[src/rtl/lorenz_attractor_oscillator_assert.svh]
// Assertion macros shared by the oscillator RTL.
`ifndef LORENZ_ATTRACTOR_OSCILLATOR_ASSERT_SVH
`define LORENZ_ATTRACTOR_OSCILLATOR_ASSERT_SVH

// Same-cycle implication, disabled while reset is asserted.
`define LAO_ASSERT_IMPL(label, clk, rst_n, ante, cons, msg) \
    label: assert property (@(posedge clk) disable iff (!rst_n) (ante) |-> (cons)) \
        else $error(msg);

// Next-cycle implication, disabled while reset is asserted.
`define LAO_ASSERT_NEXT(label, clk, rst_n, ante, cons, msg) \
    label: assert property (@(posedge clk) disable iff (!rst_n) (ante) |=> (cons)) \
        else $error(msg);

`endif

[src/rtl/lao_pkg.sv]
// Types, widths and constants shared by the oscillator controller and datapath.
package lao_pkg;

    // Field and register widths
    localparam int CV_W       = 21;
    localparam int SIGMA_W    = 21;
    localparam int BETA_W     = 18;
    localparam int RHO_W      = 23;
    localparam int PITCH_W    = 17;
    localparam int STEP_W     = 17;
    localparam int POS_W      = 32;
    localparam int VOLT_W     = 32;
    localparam int QFRAC      = 16;

    // Stream and configuration port widths
    localparam int IN_W       = 88;
    localparam int OUT_W      = 64;
    localparam int CFG_IDX_W  = 3;
    localparam int CFG_DATA_W = 23;

    // Datapath widths
    localparam int OP_W   = 34;          // multiplier operand
    localparam int PROD_W = 2 * OP_W;    // full product
    localparam int SPLIT  = 24;          // low slice of a split operand
    localparam int ACC_W  = PROD_W - SPLIT;
    localparam int D_W    = 48;          // saturated derivative
    localparam int INC_W  = 50;          // scaled increment
    localparam int SUM_W  = 52;          // wide intermediate before saturation
    localparam int KSUM_W = 26;          // knob plus scaled voltage

    // Register reset values
    localparam logic [SIGMA_W-1:0] SIGMA_RESET = 21'd655360;
    localparam logic [BETA_W-1:0]  BETA_RESET  = 18'd174763;
    localparam logic [RHO_W-1:0]   RHO_RESET   = 23'd1835008;
    localparam logic [PITCH_W-1:0] PITCH_RESET = 17'd32768;
    localparam logic [STEP_W-1:0]  STEP_RESET  = 17'd557;
    localparam logic signed [POS_W-1:0] POS_RESET = 32'sd65536;

    // Q16.16 gains
    localparam logic signed [OP_W-1:0] Q_TENTH = 34'sd6554;
    localparam logic signed [OP_W-1:0] X_GAIN  = 34'sd14418;
    localparam logic signed [OP_W-1:0] Y_GAIN  = 34'sd10748;

    // Parameter ranges
    localparam logic signed [KSUM_W-1:0] SIGMA_MIN = 26'sd196608;
    localparam logic signed [KSUM_W-1:0] SIGMA_MAX = 26'sd1966080;
    localparam logic signed [KSUM_W-1:0] BETA_MIN  = 26'sd32768;
    localparam logic signed [KSUM_W-1:0] BETA_MAX  = 26'sd196608;
    localparam logic signed [KSUM_W-1:0] RHO_MIN   = 26'sd851968;
    localparam logic signed [KSUM_W-1:0] RHO_MAX   = 26'sd5242880;
    localparam logic signed [KSUM_W-1:0] PITCH_MIN = 26'sd66;
    localparam logic signed [KSUM_W-1:0] PITCH_MAX = 26'sd65536;

    // Rounding and saturation limits
    localparam logic signed [PROD_W-1:0] ROUND_HALF = PROD_W'(64'sd1 <<< (QFRAC - 1));
    localparam logic signed [SUM_W-1:0]  D_MAX   = SUM_W'((64'sd1 <<< (D_W - 1)) - 64'sd1);
    localparam logic signed [SUM_W-1:0]  D_MIN   = SUM_W'(-(64'sd1 <<< (D_W - 1)));
    localparam logic signed [SUM_W-1:0]  POS_MAX = SUM_W'((64'sd1 <<< (POS_W - 1)) - 64'sd1);
    localparam logic signed [SUM_W-1:0]  POS_MIN = SUM_W'(-(64'sd1 <<< (POS_W - 1)));

    typedef enum logic [CFG_IDX_W-1:0] {
        CFG_SIGMA = 3'd0,
        CFG_BETA  = 3'd1,
        CFG_RHO   = 3'd2,
        CFG_PITCH = 3'd3,
        CFG_STEP  = 3'd4
    } cfg_idx_t;

    typedef enum logic [1:0] {
        C_X,
        C_Y,
        C_Z
    } coord_t;

    typedef enum logic [3:0] {
        M_NONE,
        M_SIGMA_CV,
        M_BETA_CV,
        M_RHO_CV,
        M_PITCH_CV,
        M_DX,
        M_DY,
        M_XY,
        M_BZ,
        M_DLO,
        M_DHI,
        M_ILO,
        M_IHI,
        M_VX,
        M_VY
    } mul_op_t;

    typedef enum logic [3:0] {
        P_NONE,
        P_SIGMA,
        P_BETA,
        P_RHO,
        P_PITCH,
        P_XY,
        P_DX,
        P_DY,
        P_DZ,
        P_LO,
        P_INC,
        P_POS,
        P_VX,
        P_VY
    } post_op_t;

    typedef enum logic [4:0] {
        S_IDLE,
        S_CV_SIGMA,
        S_CV_BETA,
        S_CV_RHO,
        S_CV_PITCH,
        S_XY,
        S_BZ,
        S_DX,
        S_DY,
        S_DX_LO,
        S_DX_HI,
        S_DX_INC,
        S_IX_LO,
        S_IX_HI,
        S_DY_LO,
        S_DY_HI,
        S_DY_INC,
        S_IY_LO,
        S_IY_HI,
        S_DZ_LO,
        S_DZ_HI,
        S_DZ_INC,
        S_IZ_LO,
        S_IZ_HI,
        S_VX,
        S_VY,
        S_OUT
    } state_t;

    typedef struct packed {
        logic     load;
        mul_op_t  mul_op;
        coord_t   mul_coord;
        post_op_t post_op;
        coord_t   post_coord;
    } dp_cmd_t;

    typedef struct packed {
        logic out_busy;
    } dp_sts_t;

endpackage

[src/rtl/lao_ctrl.sv]
// Sequencer that walks one Euler step through the shared multiplier.
`include "lorenz_attractor_oscillator_assert.svh"

module lao_ctrl import lao_pkg::*; (
    input  logic    aclk,
    input  logic    aresetn,
    input  logic    in_valid,
    output logic    in_ready,
    input  dp_sts_t sts,
    output dp_cmd_t cmd
);

    state_t state_reg;
    state_t state_next;

    assign in_ready = (state_reg == S_IDLE);

    always_ff @(posedge aclk) begin
        if (!aresetn) begin
            state_reg <= S_IDLE;
        end else begin
            state_reg <= state_next;
        end
    end

    // Each state issues at most one multiply and post-processes at most the previous product.
    always_comb begin
        state_next = state_reg;
        cmd = '{load: 1'b0, mul_op: M_NONE, mul_coord: C_X,
                post_op: P_NONE, post_coord: C_X};
        unique case (state_reg)
            S_IDLE: begin
                cmd.load = in_valid;
                if (in_valid) begin
                    state_next = S_CV_SIGMA;
                end
            end
            S_CV_SIGMA: begin
                cmd.mul_op = M_SIGMA_CV;
                state_next = S_CV_BETA;
            end
            S_CV_BETA: begin
                cmd.mul_op  = M_BETA_CV;
                cmd.post_op = P_SIGMA;
                state_next  = S_CV_RHO;
            end
            S_CV_RHO: begin
                cmd.mul_op  = M_RHO_CV;
                cmd.post_op = P_BETA;
                state_next  = S_CV_PITCH;
            end
            S_CV_PITCH: begin
                cmd.mul_op  = M_PITCH_CV;
                cmd.post_op = P_RHO;
                state_next  = S_XY;
            end
            S_XY: begin
                cmd.mul_op  = M_XY;
                cmd.post_op = P_PITCH;
                state_next  = S_BZ;
            end
            S_BZ: begin
                cmd.mul_op  = M_BZ;
                cmd.post_op = P_XY;
                state_next  = S_DX;
            end
            S_DX: begin
                cmd.mul_op  = M_DX;
                cmd.post_op = P_DZ;
                state_next  = S_DY;
            end
            S_DY: begin
                cmd.mul_op  = M_DY;
                cmd.post_op = P_DX;
                state_next  = S_DX_LO;
            end
            S_DX_LO: begin
                cmd.mul_op    = M_DLO;
                cmd.mul_coord = C_X;
                cmd.post_op   = P_DY;
                state_next    = S_DX_HI;
            end
            S_DX_HI: begin
                cmd.mul_op    = M_DHI;
                cmd.mul_coord = C_X;
                cmd.post_op   = P_LO;
                state_next    = S_DX_INC;
            end
            S_DX_INC: begin
                cmd.post_op = P_INC;
                state_next  = S_IX_LO;
            end
            S_IX_LO: begin
                cmd.mul_op = M_ILO;
                state_next = S_IX_HI;
            end
            S_IX_HI: begin
                cmd.mul_op  = M_IHI;
                cmd.post_op = P_LO;
                state_next  = S_DY_LO;
            end
            S_DY_LO: begin
                cmd.mul_op     = M_DLO;
                cmd.mul_coord  = C_Y;
                cmd.post_op    = P_POS;
                cmd.post_coord = C_X;
                state_next     = S_DY_HI;
            end
            S_DY_HI: begin
                cmd.mul_op    = M_DHI;
                cmd.mul_coord = C_Y;
                cmd.post_op   = P_LO;
                state_next    = S_DY_INC;
            end
            S_DY_INC: begin
                cmd.post_op = P_INC;
                state_next  = S_IY_LO;
            end
            S_IY_LO: begin
                cmd.mul_op = M_ILO;
                state_next = S_IY_HI;
            end
            S_IY_HI: begin
                cmd.mul_op  = M_IHI;
                cmd.post_op = P_LO;
                state_next  = S_DZ_LO;
            end
            S_DZ_LO: begin
                cmd.mul_op     = M_DLO;
                cmd.mul_coord  = C_Z;
                cmd.post_op    = P_POS;
                cmd.post_coord = C_Y;
                state_next     = S_DZ_HI;
            end
            S_DZ_HI: begin
                cmd.mul_op    = M_DHI;
                cmd.mul_coord = C_Z;
                cmd.post_op   = P_LO;
                state_next    = S_DZ_INC;
            end
            S_DZ_INC: begin
                cmd.post_op = P_INC;
                state_next  = S_IZ_LO;
            end
            S_IZ_LO: begin
                cmd.mul_op = M_ILO;
                state_next = S_IZ_HI;
            end
            S_IZ_HI: begin
                cmd.mul_op  = M_IHI;
                cmd.post_op = P_LO;
                state_next  = S_VX;
            end
            S_VX: begin
                cmd.mul_op     = M_VX;
                cmd.post_op    = P_POS;
                cmd.post_coord = C_Z;
                state_next     = S_VY;
            end
            S_VY: begin
                cmd.mul_op  = M_VY;
                cmd.post_op = P_VX;
                state_next  = S_OUT;
            end
            S_OUT: begin
                // Hold until the output register can take the result.
                if (!sts.out_busy) begin
                    cmd.post_op = P_VY;
                    state_next  = S_IDLE;
                end
            end
            default: begin
                state_next = S_IDLE;
            end
        endcase
    end

    `LAO_ASSERT_NEXT(a_accept_starts, aclk, aresetn, in_valid && in_ready, state_reg == S_CV_SIGMA, "accepted transaction did not start the sequence")
    `LAO_ASSERT_NEXT(a_out_done, aclk, aresetn, (state_reg == S_OUT) && !sts.out_busy, state_reg == S_IDLE, "sequence did not return to idle after the result")
    `LAO_ASSERT_IMPL(a_hold_result, aclk, aresetn, (state_reg == S_OUT) && sts.out_busy, cmd.post_op == P_NONE, "result issued while the output register is occupied")

endmodule

[config.mk]
export PLATFORM = sky130hd
export DESIGN_NAME = lao_ctrl
export DESIGN_NICKNAME = d
export VERILOG_FILES = /design/src/rtl/lao_pkg.sv /design/src/rtl/lao_ctrl.sv
export VERILOG_INCLUDE_DIRS = /design/src /design/src/rtl
export SDC_FILE = /design/constraint.sdc
export NUM_CORES = 1
export LEC_CHECK = 0
export BUFFER_PORTS_ARGS = -buffer_cell sky130_fd_sc_hd__buf_4
export CAP_MARGIN = 5
export CELL_PAD_IN_SITES_DETAIL_PLACEMENT = 1
export CELL_PAD_IN_SITES_GLOBAL_PLACEMENT = 2
export CORE_MARGIN = 4
export CORE_UTILIZATION = 28
export DETAILED_ROUTE_END_ITERATION = 7
export GPL_ROUTABILITY_DRIVEN = 1
export MAX_ROUTING_LAYER = met4
export PLACE_DENSITY_LB_ADDON = 0.1
export SKIP_CTS_REPAIR_TIMING = 1
export SYNTH_ARGS = -nofsm -noshare
export SYNTH_HDL_FRONTEND = slang
export SYNTH_SLANG_ARGS = --single-unit
[constraint.sdc]
create_clock -name aclk -period 1.6 [get_ports aclk]
set_clock_uncertainty 0.05 [all_clocks]
set_input_delay 0.08 -clock aclk [delete_from_list [all_inputs] [get_ports aclk]]
set_output_delay 0.08 -clock aclk [all_outputs]
set_load 0.01 [all_outputs]
* Word-level counts from Yosys, hierarchy flattened
Index checks and enable logic that the tools add are counted.
Word-level totals: word-level logic and storage cells 49, bits in registers 5
Operators by class: reductions and logical operators 11, mux-type cells 9, eq/ne operators 28
Operators with widths (number):
- $pmux 5 s27 | 1
- $pmux 4 s14 | 1
- $eq 5x5->1 const B | 11
- $pmux 4 s13 | 1
- $eq 5x4->1 const B | 8
- $eq 5x3->1 const B | 4
- $reduce_or 3->1 | 6
- $eq 5x2->1 const B | 2
- $mux 5 | 2
- $pmux 2 s2 | 2
- $reduce_or 6->1 | 1
- $eq 5x1->1 const B | 1
- $logic_not 5->1 | 1
- $mux 4 | 1
- $ne 2x2->1 const B | 2
- $reduce_or 2->1 | 2
- $reduce_and 2->1 | 1
- $mux 1 | 1

* Longest topological paths before layout
depth in word-level cells 3, mapped depth 6

* Least setup slack after synthesis
No wires, ideal clock.
path kind register -> output, start register state_reg[2], end output port cmd[8] (netlist name), cell stages (with the launch flop) 6, data arrival time 1.128 ns, setup slack 0.342 ns, data required time 1.470 ns, cell sequence dfxtp_1 buf_6 or2_1 a21oi_1 nor2_1 a21oi_1
RTL lines:
- start: declaration | line lao_ctrl.sv:13 | state_t state_reg;
- start signal: assignment | line lao_ctrl.sv:22 | state_reg <= state_next;
- end: declaration | line lao_ctrl.sv:10 | output dp_cmd_t cmd

==> metrics.txt <==
core region area=2780 µm²; slew margin rel.=80.4%; first-pass GRT wire length=4560 µm; worst reg2reg startpoint=state_reg[3]; ANT cells=0; Final Hold Viols=0; worst setup path category=register to primary output; minimum clock period=1.60 ns; layout cell share with drive strength beyond 1=47.3%; WP data arrival=about 1.5 ns; Final nets=around 160; detailed placement HPWL=roughly 2000 µm; CP Capture Type=primary output; largest net degree at the start of global routing=32; share of Yosys cell area claimed by the top area cell type=12.2%; routed vias/inst=5.46; fin crit share=100%; Hold Path Cell Cnt=2; Cell Rows=19; Post-Synthesis Net Count=125; commonest non-fill, non-tap cells in the layout=30 x buf_4, 13 x a21oi_1, 11 x nor2_1; most common cell after layout, fill and taps aside=buf_4; register area share after synthesis=between 10% and 20%; CP top delay family=compound AO/OA/AOI/OAI gates; peak supply drop=around 0.54 mV; routed wire length=between 2000 and 3000 µm; Hold EP=state_reg[1]; Pleak=0.524 nW; Clock Latency Late Sink=0.25 ns; clk sinks=5; Layout area overhead=52.0%; Reg2Reg Depth=5; CP startpoint kind=register; number of setup violations in the final report=1; required time worst endpoint=1.47 ns; Max Transition Viols Final=0; max-cap check violation count=0; CTS tree=built; failing checks=setup timing; Post-Syn Instances=about 120; HP Class=input pin to register; FF-to-FF setup slack=0.25 ns; Vert. Die Dim=around 62 µm; Synth warnings=0; max reg flops=5; WHS=between 0.09 and 0.1 ns; cell accounting for the most synthesized area=dfxtp_1; antenna viol nets, final=0; Placer Congestion=0.832; PortBufs=17; filler instances=roughly 350; root buffer cell=clkbuf_4; vias in the first global route=964; CTS max path bufs=2; P per Cell Area=503 nW/µm²; syn_area_per_cell=6.76 µm²; die area=3850 µm²; All-Layer GR Usage=16.1%; Multi-input gate area=709 µm²; First DRT Iteration DRCs=39; Final Total Pwr=0.626 mW; slowest stage delay, CP=0.37 ns; crit path buf inv count=2; initial antenna violation count=0; vias post-DR=988; final instance area=1240 µm²; CTS clk-pin slew, worst paths=0.05 ns; CP max-delay cell=dfxtp_4; cell mode on critical path=a21oi_1; Synth area leaders=dfxtp_1 12%, a21oi_1 9.2%, nor2_1 6.9%, nor2b_1 6.9%, buf_4 5.5%; final worst slack=-0.000567 ns; Die Span X=a little over 60 µm; Num CTS Buffers=3; mapped cell area=818 µm²; DR pass1 iterations=4; register area=115 µm²; Final Util=44.7%; placed standard-cell area=around 1000 µm²; worst hold path startpoint=aresetn; status=finished with violations; Yosys reg bits=5; H-Tree Depth=1; synth unique cells=40; initial core utilization=29.4%; io pins=18; Highest Clock Rate=0.625 GHz; # DRC=0; slew at the pin closest to its max-slew limit=0.293 ns; RSZ-0062 raised after global routing=true; crit-path cells=buf_6 -> nor2b_1 -> a211o_1 -> a21oi_1 -> a21oi_1 -> buf_4; grt ovf=0; Crit Path Max Fanout=6; WL/cell=16.4 µm; R2R Path End=state_reg[0]
==> metal layers <==
metal / share of wire (%) / global-route usage [%]
met5: 0 / -
met4: 0 / 1.82
met3: 2.2 / 3.72
met2: 49 / 24.3
met1: 49 / 22.6
==> worst max-delay path by stage <==
stage / start / to / depth (start not counted)
after floorplan: state_reg[2] / cmd[8] / 5
after global placement: state_reg[2] / cmd[3] / 6
after detailed placement: state_reg[2] / cmd[2] / 5
after CTS: state_reg[3] / cmd[10] / 5
after global routing: state_reg[1] / cmd[2] / 6
final: state_reg[3] / cmd[3] / 6
==> worst register-to-register path: stages (launching register included) <==
cell and delay [ns]:
dfxtp_4 0.37, buf_4 0.16, nor2_1 0.15, nand3b_1 0.14, o21ai_2 0.27, a311oi_1 0.08
==> kinds of logic after synthesis <==
logic type,synth area share [%]
DFF,12.2
xor gates and xnor gates,2.14
AOI/OAI and AO/OA,35.5
muxes,2.60
and+or+nand+nor,34.3
buffers and inverters,13.3
==> per-stage QoR <==
stage / std cells / setup WS (ns) / setup TNS [ns]
floorplan: 121 / 0.342 / 0
global placement: 171 / 0.123 / 0
detailed placement: 171 / 0.104 / 0
CTS: 175 / -0.178 / -1.17
global route: 181 / -0.0885 / -0.339
finish: 181 / -0.000567 / -0.000567
==> area by class of cell <==
class / count / share of cell area [%]
inverters: 2 / 0.604
clock buffers: 4 / 2.11
well taps: 31 / 3.12
multi-input cells: 99 / 57.0
flip-flops and latches: 5 / 9.26
repair buffers: 40 / 27.9
==> cells in the mapped netlist <==
library cell  count
a21oi_1          15
nor2_1           15
nor2b_1           9
buf_2             6
buf_4             6
dfxtp_1           5
nand2_1           5
nand2b_1          5
o21ai_0           5
nand3b_1          4
and3_1            3
o221ai_1          3
a211o_1           2
a211oi_1          2
a21o_1            2
a2bb2oi_1         2
a31oi_1           2
buf_6             2
inv_1             2
nand3_1           2
nor3_1            2
o21ai_1           2
or2_1             2
xor2_1            2
a211oi_2          1
a22oi_1           1
a311oi_1          1
a32oi_1           1
and2_1            1
and4b_1           1
clkbuf_1          1
mux2_2            1
mux2i_1           1
nor3b_1           1
nor3b_2           1
o211ai_1          1
o21a_1            1
o21ai_2           1
o22ai_1           1
o31a_1            1
==> power breakdown <==
part           total, mW  internal [mW]  switching (mW)
Combinational      0.324          0.157           0.167
Sequential         0.150          0.131          0.0191
Clock              0.152         0.0946          0.0570
No activity file was read; power rests on OpenSTA's default activity.
